File: src/rtl/core/utf8_strict_decoder_top_macros.svh
// ----------------------------------------------------------------------------
// UTF-8 strict decoder assertion macros
// Shared concurrent assertion forms, clocked on clk and disabled in rst.
// ----------------------------------------------------------------------------
`ifndef UTF8_STRICT_DECODER_TOP_MACROS_SVH
`define UTF8_STRICT_DECODER_TOP_MACROS_SVH

// same-cycle implication
`define U8SD_ASSERT_IMP(lbl, ante, cons) \
  lbl: assert property (@(posedge clk) disable iff (rst) (ante) |-> (cons)) \
    else $error("u8sd assertion failed");

// next-cycle implication
`define U8SD_ASSERT_NXT(lbl, ante, cons) \
  lbl: assert property (@(posedge clk) disable iff (rst) (ante) |=> (cons)) \
    else $error("u8sd assertion failed");

`endif

File: src/rtl/core/u8sd_pkg.sv
// ----------------------------------------------------------------------------
// u8sd_pkg
// Types and constants shared by the UTF-8 strict decoder.
// ----------------------------------------------------------------------------
package u8sd_pkg;

  localparam int unsigned CP_W        = 21;
  localparam int unsigned STATUS_W    = 3;
  localparam int unsigned ERR_POS_W   = 16;
  localparam int unsigned QUEUE_DEPTH = 4;

  typedef enum logic [STATUS_W-1:0] {
    ST_OK    = 3'd0,
    ST_LEAD  = 3'd1,
    ST_TRUNC = 3'd2,
    ST_CONT  = 3'd3,
    ST_CP    = 3'd4
  } status_t;

  typedef enum logic [2:0] {
    CLS_ASCII    = 3'd0,
    CLS_LEAD2    = 3'd1,
    CLS_LEAD3    = 3'd2,
    CLS_LEAD4    = 3'd3,
    CLS_BAD_LEAD = 3'd4
  } byte_class_t;

  typedef struct packed {
    logic [7:0]  data;
    logic        last;
    byte_class_t cls;
    logic        cont_ok;
  } byte_req_t;

  localparam logic [CP_W-1:0] CP_MAX     = 21'h10FFFF;
  localparam logic [CP_W-1:0] SURR_LO    = 21'h00D800;
  localparam logic [CP_W-1:0] SURR_HI    = 21'h00DFFF;
  localparam logic [CP_W-1:0] MIN_2BYTE  = 21'h000080;
  localparam logic [CP_W-1:0] MIN_3BYTE  = 21'h000800;
  localparam logic [CP_W-1:0] MIN_4BYTE  = 21'h010000;

  function automatic byte_class_t classify(input logic [7:0] b);
    byte_class_t c;
    if (b <= 8'h7F) begin
      c = CLS_ASCII;
    end else if (b >= 8'hC2 && b <= 8'hDF) begin
      c = CLS_LEAD2;
    end else if (b >= 8'hE0 && b <= 8'hEF) begin
      c = CLS_LEAD3;
    end else if (b >= 8'hF0 && b <= 8'hF4) begin
      c = CLS_LEAD4;
    end else begin
      c = CLS_BAD_LEAD;
    end
    return c;
  endfunction

endpackage

File: src/rtl/core/u8sd_ifs.sv
// ----------------------------------------------------------------------------
// u8sd interfaces
// Valid/ready channels for input bytes and decoded results.
// ----------------------------------------------------------------------------
interface u8sd_byte_if;
  logic       valid;
  logic       ready;
  logic [7:0] data_byte;
  logic       last_byte;

  modport source (output valid, output data_byte, output last_byte, input ready);
  modport sink (input valid, input data_byte, input last_byte, output ready);
endinterface

interface u8sd_result_if;
  logic        valid;
  logic        ready;
  logic [20:0] code_point;
  logic [2:0]  status;
  logic [15:0] error_position;
  logic        string_end;

  modport source (output valid, output code_point, output status,
                  output error_position, output string_end, input ready);
  modport sink (input valid, input code_point, input status,
                input error_position, input string_end, output ready);
endinterface

File: src/rtl/core/utf8_strict_decoder_top.sv
// ----------------------------------------------------------------------------
// utf8_strict_decoder_top
// Strict UTF-8 decoder: one byte in per request, codepoint or error out.
//
//   channel     dir  payload
//   byte_in     in   data_byte[7:0], last_byte
//   result_out  out  code_point[20:0], status[2:0], error_position[15:0],
//                    string_end
//
// One byte per cycle sustained while the queue is not full; the sequence decoder steps once per byte.
// With an empty queue, a byte passes through a queue entry and then the output register.
// Four-entry queue lets the input keep flowing while result_out stalls.
// rst clears the offset counter, queue, sequence state and output valid flag.
// ----------------------------------------------------------------------------
module utf8_strict_decoder_top import u8sd_pkg::*; #(
  parameter int unsigned POSITION_BITS = 16
) (
  input  logic          clk,
  input  logic          rst,
  u8sd_byte_if.sink     byte_in,
  u8sd_result_if.source result_out
);

  localparam int unsigned ENTRY_W = POSITION_BITS + $bits(byte_req_t);

  logic                     q_push;
  logic                     q_pop;
  logic                     q_full;
  logic                     q_not_empty;
  byte_req_t                front_req;
  logic [POSITION_BITS-1:0] front_pos;
  byte_req_t                back_req;
  logic [POSITION_BITS-1:0] back_pos;
  logic [ENTRY_W-1:0]       q_rdata;

  u8sd_front #(.POSITION_BITS(POSITION_BITS)) u_front (
    .clk     (clk),
    .rst     (rst),
    .byte_in (byte_in),
    .q_full  (q_full),
    .q_push  (q_push),
    .q_req   (front_req),
    .q_pos   (front_pos)
  );

  u8sd_queue #(.WIDTH(ENTRY_W)) u_queue (
    .clk       (clk),
    .rst       (rst),
    .push      (q_push),
    .wdata     ({front_pos, front_req}),
    .pop       (q_pop),
    .rdata     (q_rdata),
    .full      (q_full),
    .not_empty (q_not_empty)
  );

  assign back_req = q_rdata[$bits(byte_req_t)-1:0];
  assign back_pos = q_rdata[ENTRY_W-1:$bits(byte_req_t)];

  u8sd_back #(.POSITION_BITS(POSITION_BITS)) u_back (
    .clk        (clk),
    .rst        (rst),
    .q_valid    (q_not_empty),
    .q_req      (back_req),
    .q_pos      (back_pos),
    .q_pop      (q_pop),
    .result_out (result_out)
  );

endmodule

File: src/rtl/core/u8sd_front.sv
// ----------------------------------------------------------------------------
// u8sd_front
// Accepts bytes, classifies them and stamps each with its string offset.
// ----------------------------------------------------------------------------
module u8sd_front import u8sd_pkg::*; #(
  parameter int unsigned POSITION_BITS = 16
) (
  input  logic                     clk,
  input  logic                     rst,
  u8sd_byte_if.sink                byte_in,
  input  logic                     q_full,
  output logic                     q_push,
  output byte_req_t                q_req,
  output logic [POSITION_BITS-1:0] q_pos
);

  logic [POSITION_BITS-1:0] byte_counter;
  logic [POSITION_BITS-1:0] byte_counter_next;

  assign byte_in.ready = !q_full;
  assign q_push        = byte_in.valid && !q_full;

  always_comb begin
    q_req.data    = byte_in.data_byte;
    q_req.last    = byte_in.last_byte;
    q_req.cls     = classify(byte_in.data_byte);
    q_req.cont_ok = (byte_in.data_byte[7:6] == 2'b10);
    q_pos         = byte_counter;
  end

  always_comb begin
    byte_counter_next = byte_counter;
    if (q_push) begin
      if (byte_in.last_byte) begin
        byte_counter_next = '0;
      end else if (byte_counter != '1) begin
        byte_counter_next = byte_counter + 1'b1;
      end
    end
  end

  always_ff @(posedge clk) begin
    if (rst) begin
      byte_counter <= '0;
    end else begin
      byte_counter <= byte_counter_next;
    end
  end

endmodule

File: src/rtl/core/u8sd_queue.sv
// ----------------------------------------------------------------------------
// u8sd_queue
// Small register FIFO between the classifier and the sequence decoder.
// ----------------------------------------------------------------------------
module u8sd_queue import u8sd_pkg::*; #(
  parameter int unsigned WIDTH = 32
) (
  input  logic             clk,
  input  logic             rst,
  input  logic             push,
  input  logic [WIDTH-1:0] wdata,
  input  logic             pop,
  output logic [WIDTH-1:0] rdata,
  output logic             full,
  output logic             not_empty
);

  localparam int unsigned PTR_W = $clog2(QUEUE_DEPTH);
  localparam int unsigned CNT_W = $clog2(QUEUE_DEPTH + 1);

  logic [WIDTH-1:0] entries [QUEUE_DEPTH];
  logic [PTR_W-1:0] wr_ptr;
  logic [PTR_W-1:0] rd_ptr;
  logic [CNT_W-1:0] count;

  assign full      = (count == CNT_W'(QUEUE_DEPTH));
  assign not_empty = (count != '0);
  assign rdata     = entries[rd_ptr];

  always_ff @(posedge clk) begin
    if (push) begin
      entries[wr_ptr] <= wdata;
    end
  end

  always_ff @(posedge clk) begin
    if (rst) begin
      wr_ptr <= '0;
      rd_ptr <= '0;
      count  <= '0;
    end else begin
      if (push) begin
        wr_ptr <= wr_ptr + 1'b1;
      end
      if (pop) begin
        rd_ptr <= rd_ptr + 1'b1;
      end
      if (push && !pop) begin
        count <= count + 1'b1;
      end else if (pop && !push) begin
        count <= count - 1'b1;
      end
    end
  end

endmodule

File: src/rtl/core/u8sd_back.sv
// ----------------------------------------------------------------------------
// u8sd_back
// Assembles sequences, checks them and registers one result per completed sequence or error.
// ----------------------------------------------------------------------------
module u8sd_back import u8sd_pkg::*; #(
  parameter int unsigned POSITION_BITS = 16
) (
  input  logic                     clk,
  input  logic                     rst,
  input  logic                     q_valid,
  input  byte_req_t                q_req,
  input  logic [POSITION_BITS-1:0] q_pos,
  output logic                     q_pop,
  u8sd_result_if.source            result_out
);

  localparam int unsigned EXT_W = (POSITION_BITS > ERR_POS_W) ? POSITION_BITS : ERR_POS_W;

  logic [1:0]               bytes_needed;
  logic [1:0]               bytes_seen;
  logic [CP_W-1:0]          partial_value;
  logic [POSITION_BITS-1:0] sequence_start;
  logic                     discarding;
  logic                     bad_pending;
  logic [POSITION_BITS-1:0] bad_offset;

  logic [1:0]               bytes_needed_next;
  logic [1:0]               bytes_seen_next;
  logic [CP_W-1:0]          partial_value_next;
  logic [POSITION_BITS-1:0] sequence_start_next;
  logic                     discarding_next;
  logic                     bad_pending_next;
  logic [POSITION_BITS-1:0] bad_offset_next;

  logic                     out_valid;
  logic [CP_W-1:0]          out_cp;
  status_t                  out_status;
  logic [ERR_POS_W-1:0]     out_pos;
  logic                     out_end;

  logic                     do_step;
  logic                     has_res;
  logic                     fail;
  status_t                  res_status;
  logic [CP_W-1:0]          res_cp;
  logic [POSITION_BITS-1:0] res_pos;
  logic [ERR_POS_W-1:0]     res_pos_clamped;
  logic [1:0]               seen_inc;
  logic [CP_W-1:0]          cp_shift;
  logic [CP_W-1:0]          cp_min;
  logic [EXT_W-1:0]         pos_ext;

  function automatic logic [POSITION_BITS-1:0] sat_inc(input logic [POSITION_BITS-1:0] v);
    return (v == '1) ? v : v + 1'b1;
  endfunction

  assign do_step = q_valid && (!out_valid || result_out.ready);
  assign q_pop   = do_step;

  assign seen_inc = bytes_seen + 2'd1;
  assign cp_shift = {partial_value[CP_W-7:0], q_req.data[5:0]};

  always_comb begin
    case (bytes_needed)
      2'd1:    cp_min = MIN_2BYTE;
      2'd2:    cp_min = MIN_3BYTE;
      default: cp_min = MIN_4BYTE;
    endcase
  end

  always_comb begin
    bytes_needed_next   = bytes_needed;
    bytes_seen_next     = bytes_seen;
    partial_value_next  = partial_value;
    sequence_start_next = sequence_start;
    discarding_next     = discarding;
    bad_pending_next    = bad_pending;
    bad_offset_next     = bad_offset;
    has_res             = 1'b0;
    fail                = 1'b0;
    res_status          = ST_OK;
    res_cp              = '0;
    res_pos             = '0;

    if (discarding) begin
      has_res = 1'b0;
    end else if (bytes_needed == 2'd0) begin
      sequence_start_next = q_pos;
      bytes_seen_next     = 2'd0;
      bad_pending_next    = 1'b0;
      case (q_req.cls)
        CLS_ASCII: begin
          has_res = 1'b1;
          res_cp  = CP_W'(q_req.data);
        end
        CLS_LEAD2: begin
          bytes_needed_next  = 2'd1;
          partial_value_next = CP_W'(q_req.data[4:0]);
        end
        CLS_LEAD3: begin
          bytes_needed_next  = 2'd2;
          partial_value_next = CP_W'(q_req.data[3:0]);
        end
        CLS_LEAD4: begin
          bytes_needed_next  = 2'd3;
          partial_value_next = CP_W'(q_req.data[2:0]);
        end
        default: begin
          has_res    = 1'b1;
          fail       = 1'b1;
          res_status = ST_LEAD;
          res_pos    = q_pos;
        end
      endcase
      if (q_req.cls != CLS_ASCII && q_req.cls != CLS_BAD_LEAD && q_req.last) begin
        has_res    = 1'b1;
        fail       = 1'b1;
        res_status = ST_TRUNC;
        res_pos    = sat_inc(q_pos);
      end
    end else begin
      bytes_seen_next    = seen_inc;
      partial_value_next = cp_shift;
      if (!q_req.cont_ok && !bad_pending) begin
        bad_pending_next = 1'b1;
        bad_offset_next  = q_pos;
      end
      if (seen_inc >= bytes_needed) begin
        has_res = 1'b1;
        if (bad_pending_next) begin
          fail       = 1'b1;
          res_status = ST_CONT;
          res_pos    = bad_offset_next;
        end else if (cp_shift < cp_min || cp_shift > CP_MAX ||
                     (cp_shift >= SURR_LO && cp_shift <= SURR_HI)) begin
          fail       = 1'b1;
          res_status = ST_CP;
          res_pos    = sequence_start;
        end else begin
          res_cp = cp_shift;
        end
        bytes_needed_next  = 2'd0;
        bytes_seen_next    = 2'd0;
        bad_pending_next   = 1'b0;
        partial_value_next = '0;
      end else if (q_req.last) begin
        has_res    = 1'b1;
        fail       = 1'b1;
        res_status = ST_TRUNC;
        res_pos    = sat_inc(sequence_start);
      end
    end

    if (q_req.last) begin
      bytes_needed_next   = 2'd0;
      bytes_seen_next     = 2'd0;
      partial_value_next  = '0;
      sequence_start_next = '0;
      discarding_next     = 1'b0;
      bad_pending_next    = 1'b0;
      bad_offset_next     = '0;
    end else if (fail) begin
      discarding_next    = 1'b1;
      bytes_needed_next  = 2'd0;
      bytes_seen_next    = 2'd0;
      bad_pending_next   = 1'b0;
      partial_value_next = '0;
    end
  end

  // clamp reported offset to the 16-bit field
  always_comb begin
    pos_ext = EXT_W'(res_pos);
    if (pos_ext > EXT_W'(16'hFFFF)) begin
      res_pos_clamped = '1;
    end else begin
      res_pos_clamped = pos_ext[ERR_POS_W-1:0];
    end
  end

  always_ff @(posedge clk) begin
    if (rst) begin
      bytes_needed   <= 2'd0;
      bytes_seen     <= 2'd0;
      partial_value  <= '0;
      sequence_start <= '0;
      discarding     <= 1'b0;
      bad_pending    <= 1'b0;
      bad_offset     <= '0;
      out_valid      <= 1'b0;
    end else begin
      if (do_step) begin
        bytes_needed   <= bytes_needed_next;
        bytes_seen     <= bytes_seen_next;
        partial_value  <= partial_value_next;
        sequence_start <= sequence_start_next;
        discarding     <= discarding_next;
        bad_pending    <= bad_pending_next;
        bad_offset     <= bad_offset_next;
        out_valid      <= has_res;
      end else if (result_out.ready) begin
        out_valid <= 1'b0;
      end
    end
  end

  always_ff @(posedge clk) begin
    if (do_step && has_res) begin
      out_cp     <= res_cp;
      out_status <= res_status;
      out_pos    <= res_pos_clamped;
      out_end    <= q_req.last;
    end
  end

  assign result_out.valid          = out_valid;
  assign result_out.code_point     = out_cp;
  assign result_out.status         = out_status;
  assign result_out.error_position = out_pos;
  assign result_out.string_end     = out_end;

  `include "utf8_strict_decoder_top_macros.svh"

  `U8SD_ASSERT_IMP(a_err_zero_cp, out_valid && out_status != ST_OK, out_cp == '0)
  `U8SD_ASSERT_IMP(a_ok_zero_pos, out_valid && out_status == ST_OK, out_pos == '0)
  `U8SD_ASSERT_NXT(a_last_clears, do_step && q_req.last, bytes_needed == 2'd0 && !discarding)
  `U8SD_ASSERT_IMP(a_idle_no_seen, bytes_needed == 2'd0, bytes_seen == 2'd0 && !bad_pending)
  `U8SD_ASSERT_IMP(a_discard_idle, discarding, bytes_needed == 2'd0)

endmodule
File: src/flat_wrapper.sv
// flat-port wrapper written by rule: the top's interface ports become plain ports
module utf8_strict_decoder_top_flat import u8sd_pkg::*;
#(
  parameter int unsigned POSITION_BITS = 16
)
  (clk, rst, byte_in_valid, byte_in_data_byte, byte_in_last_byte, byte_in_ready, result_out_valid, result_out_code_point, result_out_status, result_out_error_position, result_out_string_end, result_out_ready);
  u8sd_byte_if byte_in_i ();
  u8sd_result_if result_out_i ();
  input  logic clk;
  input  logic rst;
  input wire logic [$bits(byte_in_i.valid)-1:0] byte_in_valid;
  input wire logic [$bits(byte_in_i.data_byte)-1:0] byte_in_data_byte;
  input wire logic [$bits(byte_in_i.last_byte)-1:0] byte_in_last_byte;
  output wire logic [$bits(byte_in_i.ready)-1:0] byte_in_ready;
  output wire logic [$bits(result_out_i.valid)-1:0] result_out_valid;
  output wire logic [$bits(result_out_i.code_point)-1:0] result_out_code_point;
  output wire logic [$bits(result_out_i.status)-1:0] result_out_status;
  output wire logic [$bits(result_out_i.error_position)-1:0] result_out_error_position;
  output wire logic [$bits(result_out_i.string_end)-1:0] result_out_string_end;
  input wire logic [$bits(result_out_i.ready)-1:0] result_out_ready;
  assign byte_in_i.valid = byte_in_valid;
  assign byte_in_i.data_byte = byte_in_data_byte;
  assign byte_in_i.last_byte = byte_in_last_byte;
  assign byte_in_ready = byte_in_i.ready;
  assign result_out_valid = result_out_i.valid;
  assign result_out_code_point = result_out_i.code_point;
  assign result_out_status = result_out_i.status;
  assign result_out_error_position = result_out_i.error_position;
  assign result_out_string_end = result_out_i.string_end;
  assign result_out_i.ready = result_out_ready;
  utf8_strict_decoder_top #(.POSITION_BITS(POSITION_BITS)) u_core (.clk(clk), .rst(rst), .byte_in(byte_in_i), .result_out(result_out_i));
endmodule
File: config.mk
export PLATFORM = sky130hd
export DESIGN_NAME = utf8_strict_decoder_top_flat
export DESIGN_NICKNAME = d
export VERILOG_FILES = /design/src/rtl/core/u8sd_pkg.sv /design/src/rtl/core/u8sd_ifs.sv /design/src/rtl/core/utf8_strict_decoder_top.sv /design/src/rtl/core/u8sd_front.sv /design/src/rtl/core/u8sd_queue.sv /design/src/rtl/core/u8sd_back.sv /design/src/flat_wrapper.sv
export VERILOG_INCLUDE_DIRS = /design/src /design/src/rtl/core
export SDC_FILE = /design/constraint.sdc
export NUM_CORES = 1
export LEC_CHECK = 0
export ABC_AREA = 0
export BUFFER_PORTS_ARGS = -buffer_cell sky130_fd_sc_hd__buf_2
export CORE_ASPECT_RATIO = 1.2
export CORE_UTILIZATION = 40
export CTS_BUF_LIST = sky130_fd_sc_hd__clkbuf_8
export CTS_CLUSTER_DIAMETER = 50
export DETAILED_ROUTE_END_ITERATION = 10
export HOLD_SLACK_MARGIN = 0.02
export PLACE_DENSITY = 0.63
export SLEW_MARGIN = 0
export SYNTH_ARGS = -nofsm -noshare
export SYNTH_HDL_FRONTEND = slang
export SYNTH_SLANG_ARGS = --single-unit
File: constraint.sdc
create_clock -name clk -period 6.9 [get_ports clk]
set_clock_uncertainty 0.1 [all_clocks]
set_input_delay 0.69 -clock clk [delete_from_list [all_inputs] [get_ports clk]]
set_output_delay 0.69 -clock clk [all_outputs]
set_load 0.01 [all_outputs]
; Yosys cells after proc, flatten, opt, wreduce, memory -nomap -nowiden
; Memory sizes are Yosys's and may differ from the RTL's. A register that Yosys moved wholly into a read port is not among the register bits.
; Index checks and enable logic that the tools add are counted.
[word_totals]
reg_bits = 118
latch_bits = 0
ramBits = 116
rom_bits = 0
in_bits = 13
memories = 1
[mem_list]
columns = name, depth, width, rd, rd_clocked_by_memory_dff, wr, line_no
row1 = u_core.u_queue.entries, 4, 29, 1, 1, 1, u8sd_queue.sv:21  ; logic [WIDTH-1:0] entries [QUEUE_DEPTH];
[classes]
addsub = 8
multipliers = 0
div_mod_pow = 0
order_cmp = 13
n_eq_ne = 15
shift = 0
n_mux = 84
n_bitwise = 0
n_reduce_logical = 40
[ops]
columns = operator, count
row1 = $mux W16, 19
row2 = $mux W21, 4
row3 = $mux W15, 5
row4 = $add A16 B1 Y16 const B, 3
row5 = $pmux W15 S3, 1
row6 = $pmux W17 S2, 1
row7 = $mux W3, 11
row8 = $eq A16 B16 Y1 const B, 2
row9 = $mux W1, 28
row10 = $mux W2, 13
row11 = $ge A8 B8 Y1 const B, 3
row12 = $le A8 B8 Y1 const B, 3
row13 = $ge A21 B16 Y1 const B, 1
row14 = $gt A21 B21 Y1 const B, 1
row15 = $le A21 B16 Y1 const B, 1
row16 = $lt A21 B17 Y1, 1
row17 = $gt A16 B16 Y1 const B, 1
row18 = $ne A16 B16 Y1 const B, 1
row19 = $logic_and A1 B1 Y1, 12
row20 = $reduce_bool A2 Y1, 5
row21 = $reduce_and A3 Y1, 3
row22 = $le A8 B7 Y1 const B, 1
row23 = $mux W8, 1
row24 = $add A2 B1 Y2 const B, 3
row25 = 23 further kinds, 36

; Longest topological paths before layout
; Gate-level depths: netlist (run 1).
[depth]
depth_word = 12
mapped_depth = 12
ltp_nobuf = 10

; Cells and area by module
; From an unflattened synthesis (run 1), not the netlist that was laid out.
[unflattened]
hier_cells = 916
hier_area_um2 = 10970.5
[by_module_without_submodules]
columns = module, n_inst, cells_per_inst, area_per_inst_um2, seq_area_each_um2
row1 = u8sd_back, 1, 580, 5243.8, 2312.2
row2 = u8sd_queue, 1, 195, 4623.2, 3663.5
row3 = u8sd_front, 1, 141, 1103.6, 320.3

; Worst setup path before layout (run 1)
; No wires, ideal clock.
[synth_timing]
kind = register to register
start = register (tool-made name)
end = register u_core.u_back.out_cp[0], in the netlist u_core.u_back.result_out.code_point[0], enable pin
setup_time_ps = 442
arrival_time_ps = 2630
required_ps = 6358
slack_ps = 3728
stages_incl_launch_ff = 11
path_buffers = 4
synth_period_minus_slack_ps = 3172
cell_sequence = dfxtp_1 > buf_6 > buf_6 > mux4_2 > clkbuf_1 > nor2b_1 > clkbuf_1 > inv_1 > o22a_1 > o21ai_0 > inv_1
[synth_rtl]
columns = element, line_no
row1 = end signal: assignment, u8sd_back.sv:209  ; out_cp <= res_cp;
row2 = end: declaration, u8sd_back.sv:36  ; logic [CP_W-1:0] out_cp;

==> key figures, run 1 <==
Clock tree
  • Clock latency reported for the late side of the worst-skew pair: 0.53 ns
  • Clock H-tree levels: 2
  • TritonCTS Buffers: 39
  • Post-CTS Setup Bufs: 0
  • TritonCTS clock tree: done
  • CTS Sinks: 236
  • Post-cts hold buffer count: 0
  • Clock Path Buffers: 3
  • Total of cells resized after clock tree synthesis: 0
  • Register clock-pin slew on the reported worst setup and hold paths: 0.06 ns
  • Root Driver: sky130_fd_sc_hd__clkbuf_8

Detailed routing
  • Vias after detailed routing: 7,056
  • Number of DRC markers in iteration 0: 571
  • Average wire per standard cell: 17.9 um
  • Final wirelength: 22,900 um
  • Vias per std cell: 5.50
  • Detailed Routing Iterations Pass 1: 5
  • Remaining design rule violation count: 0
  • Residual antenna-violating net count after detailed routing: 0

Synthesis
  • Ys flop type: sky130_fd_sc_hd__edfxtp_1
  • Ys async rst share: 0%
  • Area fraction of the dominant cell type after synthesis: 44.5%
  • Cell area after synthesis: 10,600 um2
  • Unique cell type count in the Yosys netlist: 70
  • Average instance area after synthesis: 12.4 um2
  • Library cell with the highest instance count after synthesis: sky130_fd_sc_hd__edfxtp_1
  • Number of synthesized register bits: 236
  • Area leader, netlist: sky130_fd_sc_hd__edfxtp_1
  • Most used standard cells in the synthesized netlist: 157 x sky130_fd_sc_hd__edfxtp_1, 105 x sky130_fd_sc_hd__nor2_1, 79 x sky130_fd_sc_hd__dfxtp_1
  • Yosys synthesis warning count: 0
  • Syn_nets: 886
  • EDFF count, synth: 157
  • Synthesized instance count: 857
  • Fraction of the yosys area taken by sequential cells: 59.4%
  • Top post-synthesis cells by area: sky130_fd_sc_hd__edfxtp_1 44%, sky130_fd_sc_hd__dfxtp_1 15%, sky130_fd_sc_hd__mux4_2 5.1%

Finish
  • Final Non-Filler Cells: 1,284
  • P&R area growth vs syn: 12.5%
  • Number of inserted diodes: 0
  • Fraction of final layout cells sized beyond drive strength 1: 17.5%
  • Finished layout cell area: 11,900 um2
  • Number of filler cells placed in the layout: 2,342
  • Net count of the finished layout: 953
  • Utilization after layout: 46.3%

Worst setup path
  • Highest cell delay on the worst timing path: 0.73 ns
  • Standard cell with the maximum stage delay on the critical path: sky130_fd_sc_hd__mux4_2
  • Data arrival time of the critical path: 3.64 ns
  • Crit end category: flop
  • Worst reg2reg path depth: 8
  • Flop2flop setup slack: 3.36 ns
  • Highest fanout seen on the critical path: 41
  • Sequence of cells on the critical path: buf_4 -> mux4_2 -> nor2b_1 -> inv_1 -> o22a_1 -> o21ai_0 -> inv_1 -> buf_4
  • Required arrival time at the worst endpoint: 7.00 ns
  • Critical path type: reg -> reg
  • Worst R2R End: u_core.u_back.result_out.error_position[1]
  • Launching element type of the critical path: flop

Power
  • Leakage: 0.00425 uW
  • Maximum vdd drop: 0.162 mV
  • Sum of internal, switching and leakage power: 4930 uW
  • Power per cell area: 413 nW/um2

Timing
  • Number of pins exceeding their max-slew limit in the final report: 0
  • Setup-failing EPs final: 0
  • Slew at the pin closest to its max-slew limit: 1.10 ns
  • Rel. slew slack: 26.3%
  • Setup repair after global routing missed its margin: false
  • Hold violation count in the final report: 0
  • Min Clock Period, post-route: 3.54 ns
  • Portion of the clock cycle consumed by the worst path in the final layout: 51.2%
  • Setup_tns: 0 ns
  • Upper clock frequency limit: 0.283 GHz

Place
  • Cell Area, Placed: 11,200 um2
  • Detailed-placement wirelength estimate: 15,000 um
  • Placed cells: 1,213
  • Routability Congestion: 0.886
  • IO buf count: 55

Floorplanning
  • Effective utilization at floorplan: 41.1%
  • Placeable core area: 25,800 um2
  • DIE WIDTH: 151 um
  • Standard-cell rows: 64
  • I/O pin count: 56
  • DIE AREA: 27,200 um2
  • Die outline height: 180 um

Global route
  • Total Routing Usage GR: 17.4%
  • Total congestion overflow after global routing: 0
  • Pin count of the biggest net entering global routing: 65
  • Number of global-route vias before repair: 6,976
  • Antenna violations before repair: 0
  • First-pass GRT wire length: 37,300 um

Worst hold path
  • Type of the worst min-delay path: in -> reg
  • Hold Path Depth: 1
  • Worst min-delay path endpoint: u_core.u_queue.entries[3][5]
  • Hold Path Origin: byte_in_data_byte[0]

Outcome
  • Run status: complete, no violations

Job
  • # Max-Cap Violations: 0
==> flip-flops by register name, summed over array words and instances, names as in the netlist, named ones only <==
signal	flops
u_core.u_queue.entries	116
u_core.u_back.result_out.code_point	21
u_core.u_back.bad_offset	16
u_core.u_back.result_out.error_position	16
u_core.u_back.sequence_start	16
u_core.u_front.q_pos	16
u_core.u_back.partial_value	15
u_core.u_back.result_out.status	3
u_core.u_queue.count	3
u_core.u_back.bytes_needed	2
u_core.u_back.bytes_seen	2
u_core.u_queue.rd_ptr	2
u_core.u_queue.wr_ptr	2
u_core.u_back.bad_pending	1
u_core.u_back.discarding	1
u_core.u_back.result_out.string_end	1
u_core.u_back.result_out.valid	1
==> critical path, delay by kind of cell (launching register included) <==
kind / cells / cell delay (ns)
and+or+nand+nor: 1 / 0.45
buffers and inverters: 4 / 0.88
DFF: 1 / 0.52
AOI/OAI and AO/OA: 2 / 0.48
muxes: 1 / 0.73
==> worst max-delay path by stage <==
stage / endpoint / slack (ns) / depth (start not counted)
after detailed placement: u_core.u_back.result_out.error_position[9] / 3.27 / 8
after global routing: u_core.u_back.result_out.error_position[1] / 3.01 / 8
after global placement: u_core.u_back.result_out.error_position[9] / 3.32 / 8
after floorplan: u_core.u_back.result_out.code_point[0] / 3.73 / 10
after CTS: u_core.u_back.result_out.status[1] / 3.24 / 8
final: u_core.u_back.result_out.error_position[1] / 3.36 / 8
==> through the flow <==
stage / hold slack, ns / setup slack [ns]
6_report: 0.306 / 3.36
2_1_floorplan: 0.351 / 3.73
3_3_place_gp: 0.363 / 3.32
3_5_place_dp: 0.375 / 3.27
4_1_cts: 0.275 / 3.24
5_1_grt: 0.281 / 3.01
==> per-layer routing <==
metal	global-route usage, %	routed length (um)
met2	28.3	11000
met4	6.32	570
met1	23.4	10300
met3	2.71	1100
met5	0	0
==> power breakdown <==
part / internal (uW) / switching [uW] / total [uW]
Combinational: 647 / 1140 / 1790
Sequential: 1850 / 147 / 2000
Clock: 608 / 534 / 1140
==> cell usage in the layout, fill, tap and decap left out, drive strengths merged, types with 3 or more instances in the layout <==
cell type,instances
and2,22
o22ai,4
or4,3
nand2b,9
a32oi,4
inv,38
nor4,7
nor3,11
edfxtp,157
nor2,105
clkinv,4
xnor2,9
o21ai,28
nand3b,4
a22oi,45
clkbuf,46
ha,15
or3,8
buf,70
nand3,23
mux4,29
and3,15
a2111oi,3
xor2,18
a21o,4
nor2b,4
dfxtp,79
mux2,8
nand2,56
mux2i,16
a211oi,9
nand4,15
a21oi,43
a311oi,7
a221oi,5
==> area by class of cell <==
class | instances | area (um2) | area share [%]
Clock buffer | 46 | 633 | 5.31
Clock inverter | 25 | 106 | 0.892
Inverter | 17 | 63.8 | 0.535
Multi-Input combinational cell | 560 | 4030 | 33.7
Sequential cell | 236 | 6300 | 52.8
Tap cell | 330 | 413 | 3.46
Timing Repair Buffer | 70 | 388 | 3.25
==> cell families after synthesis <==
kind of cell | count (synthesis) | synth area share, %
adders and majority gates | 16 | 1.96
AOI/OAI and AO/OA | 174 | 11.3
and+or+nand+nor | 290 | 13.8
muxes | 53 | 8.70
DFF | 236 | 59.4
buffers and inverters | 61 | 2.61
xor gates and xnor gates | 27 | 2.23
Note: power is estimated with default switching activity, not from simulation.
==> run 2, diff against run 1 <==
--- a/config.mk
+++ b/config.mk
@@ -14,7 +14,7 @@
 export CTS_CLUSTER_DIAMETER = 50
 export DETAILED_ROUTE_END_ITERATION = 10
 export HOLD_SLACK_MARGIN = 0.02
-export PLACE_DENSITY = 0.63
+export PLACE_DENSITY = 0.65
 export SLEW_MARGIN = 0
 export SYNTH_ARGS = -nofsm -noshare
 export SYNTH_HDL_FRONTEND = slang
==> constraint.sdc (replaced) <==
create_clock -name clk -period 3.1 [get_ports clk]
set_clock_uncertainty 0.1 [all_clocks]
set_input_delay 0.31 -clock clk [delete_from_list [all_inputs] [get_ports clk]]
set_output_delay 0.31 -clock clk [all_outputs]
set_load 0.01 [all_outputs]
==> run 2 against run 1 <==
Register-to-register slack worse by 3.1 ns. Highest routed layer unchanged. Critical path type unchanged. Clock power rose by 120%. Flip-flop and latch count is the same. Maximum frequency rose by 24%. Largest power group unchanged. First-iteration DRC count is 2.6% higher. Combinational power grew 140%. Die area did not move. Hold slack worse by 0.21 ns. Sequential share of layout area is 1.1 points lower. Worst setup slack got worse by 3.1 ns.
==> key figures, run 2 (same netlist as run 1, synthesis figures left out) <==
Floorplanning
  • Effective utilization at floorplan: 41.1%
  • Placeable core area: 25,800 um2
  • DIE AREA: 27,200 um2
  • Standard-cell rows: 64
  • I/O pin count: 56
  • DIE WIDTH: 151 um
  • Die outline height: 180 um

Detailed routing
  • Vias after detailed routing: 7,193
  • Remaining design rule violation count: 0
  • Residual antenna-violating net count after detailed routing: 0
  • Final wirelength: 23,100 um
  • Vias per std cell: 5.51
  • Detailed Routing Iterations Pass 1: 5
  • Average wire per standard cell: 17.7 um
  • Number of DRC markers in iteration 0: 586

Timing
  • Number of pins exceeding their max-slew limit in the final report: 0
  • Slew at the pin closest to its max-slew limit: 0.726 ns
  • Setup_tns: 0 ns
  • Hold_ws: 0.0980 ns
  • Hold violation count in the final report: 0
  • Setup repair after global routing missed its margin: false
  • Upper clock frequency limit: 0.351 GHz
  • Setup-failing EPs final: 0
  • Rel. slew slack: 50.4%
  • Final critical-path setup slack: 0.253 ns
  • Portion of the clock cycle consumed by the worst path in the final layout: 91.8%
  • Min Clock Period, post-route: 2.85 ns

Power
  • Leakage: 0.00434 uW
  • Maximum vdd drop: 0.434 mV
  • Power per cell area: 917 nW/um2

Worst hold path
  • Type of the worst min-delay path: in -> reg

Worst setup path
  • Critical path's top delay family: compound AO/OA/AOI/OAI gates
  • CP bufs+invs: 3
  • Critical path type: reg -> reg
  • Sequence of cells on the critical path: inv_1 -> ha_1 -> inv_1 -> ha_1 -> a21boi_0 -> o31a_1 -> o221ai_2 -> nor2b_1 -> buf_4 -> a221oi_1 -> a311oi_1
  • Highest cell delay on the worst timing path: 0.38 ns
  • Launching element type of the critical path: flop
  • Crit end category: flop
  • Required arrival time at the worst endpoint: 3.33 ns
  • Standard cell with the maximum stage delay on the critical path: sky130_fd_sc_hd__dfxtp_1
  • Highest fanout seen on the critical path: 17
  • Data arrival time of the critical path: 3.07 ns

Global route
  • Total Routing Usage GR: 17.4%
  • Pin count of the biggest net entering global routing: 46
  • First-pass GRT wire length: 37,500 um
  • Total congestion overflow after global routing: 0
  • Number of global-route vias before repair: 7,242
  • Routing usage on met2: 29.2%
  • Most used routing layer in global routing: met2
  • Fraction of met1 tracks used by global routing: 22.3%
  • Global routing usage on met3: 2.91%
  • Antenna violations before repair: 0

Clock tree
  • Clock latency reported for the late side of the worst-skew pair: 0.53 ns
  • CTS Sinks: 236
  • TritonCTS Buffers: 36
  • Clock Path Buffers: 3
  • Register clock-pin slew on the reported worst setup and hold paths: 0.07 ns
  • Clock H-tree levels: 2
  • Root Driver: sky130_fd_sc_hd__clkbuf_8
  • TritonCTS clock tree: done

Finish
  • Leading cell types in the layout, fill and taps excluded: 157 x sky130_fd_sc_hd__edfxtp_1, 104 x sky130_fd_sc_hd__nor2_1, 78 x sky130_fd_sc_hd__dfxtp_1
  • Utilization after layout: 47.2%
  • Register name with the most flops: u_core.u_queue.entries
  • Fraction of final layout cells sized beyond drive strength 1: 19.7%
  • P&R area growth vs syn: 14.9%
  • Net count of the finished layout: 976
  • Finished layout cell area: 12,200 um2
  • Number of inserted diodes: 0
  • Max reg flops: 116
  • Number of filler cells placed in the layout: 2,279
  • Most frequent standard cell in the layout excluding fill and tap cells: sky130_fd_sc_hd__edfxtp_1

Place
  • Routability Congestion: 0.851
  • IO buf count: 55
  • Cell Area, Placed: 11,400 um2
  • Detailed-placement wirelength estimate: 15,400 um
  • Placement-stage worst setup slack: 0.0858 ns

Job
  • # Max-Cap Violations: 0

Outcome
  • Run status: complete, no violations
run 2: cell types whose count changed in the layout (fill, tap and decap cells not counted), sizes merged:
cell	change
clkinv	+1
inv	-6
clkbuf	-2
dlygate4sd3	+9
clkinvlp	+2
buf	+17
run 2: final timing paths:
path	end	slack, ns	start	cells after the start
max	u_core.u_back.result_out.error_position[4]	0.25	u_core.u_back.bytes_needed[0]	11
min	u_core.u_back.result_out.valid	0.1	result_out_ready	3
max reg2reg	u_core.u_back.result_out.error_position[4]	0.25	u_core.u_back.bytes_needed[0]	11
min reg2reg	u_core.u_back.bytes_seen[1]	0.38	u_core.u_back.bytes_seen[1]	2
run 2: final cells by class:
type | instances | area (um2) | share of cell area (%)
Clock buffer | 44 | 606 | 4.97
Clock inverter | 22 | 108 | 0.884
Inverter | 17 | 67.6 | 0.555
Multi-Input combinational cell | 560 | 4040 | 33.2
Sequential cell | 236 | 6300 | 51.7
Tap cell | 330 | 413 | 3.39
Timing Repair Buffer | 96 | 643 | 5.28
run 2: routing by layer:
layer | up-vias | share of wire, %
li1 | 3450 | -
met1 | 3519 | 43
met2 | 182 | 50
met3 | 42 | 4.5
met4 | 0 | 2.4
met5 | - | 0
run 2: where the power goes:
part	internal (uW)	switching, uW	total, uW	leakage, uW
registers	4110	299	4410	0.00207
clock network	1300	1200	2500	0.000416
logic	1640	2610	4250	0.00185
total	7060	4100	11200	0.00434
run 2: worst register-to-register path, cell delays in order (launching register included):
cell and delay [ns]:
sky130_fd_sc_hd__dfxtp_1 0.38, sky130_fd_sc_hd__inv_1 0.08, sky130_fd_sc_hd__ha_1 0.19, sky130_fd_sc_hd__inv_1 0.05, sky130_fd_sc_hd__ha_1 0.21, sky130_fd_sc_hd__a21boi_0 0.12
sky130_fd_sc_hd__o31a_1 0.31, sky130_fd_sc_hd__o221ai_2 0.27, sky130_fd_sc_hd__nor2b_1 0.20, sky130_fd_sc_hd__buf_4 0.25, sky130_fd_sc_hd__a221oi_1 0.13, sky130_fd_sc_hd__a311oi_1 0.35
run 2: metrics by stage:
stage	cells	power, uW
2_1_floorplan	857	7330
3_3_place_gp	1230	8640
3_5_place_dp	1230	8690
4_1_cts	1305	11200
5_1_grt	1305	11800
6_report	1305	11200
run 2: what timing repair did:
| action | 4_1_cts | 5_1_grt |
|---|---|---|
| hold endpoints to repair | 36 | 0 |
| setup endpoints to repair | 0 | 20 |
| setup buffers | 0 | 0 |
| hold buffers | 9 | 0 |
| resized for setup | 0 | 6 |
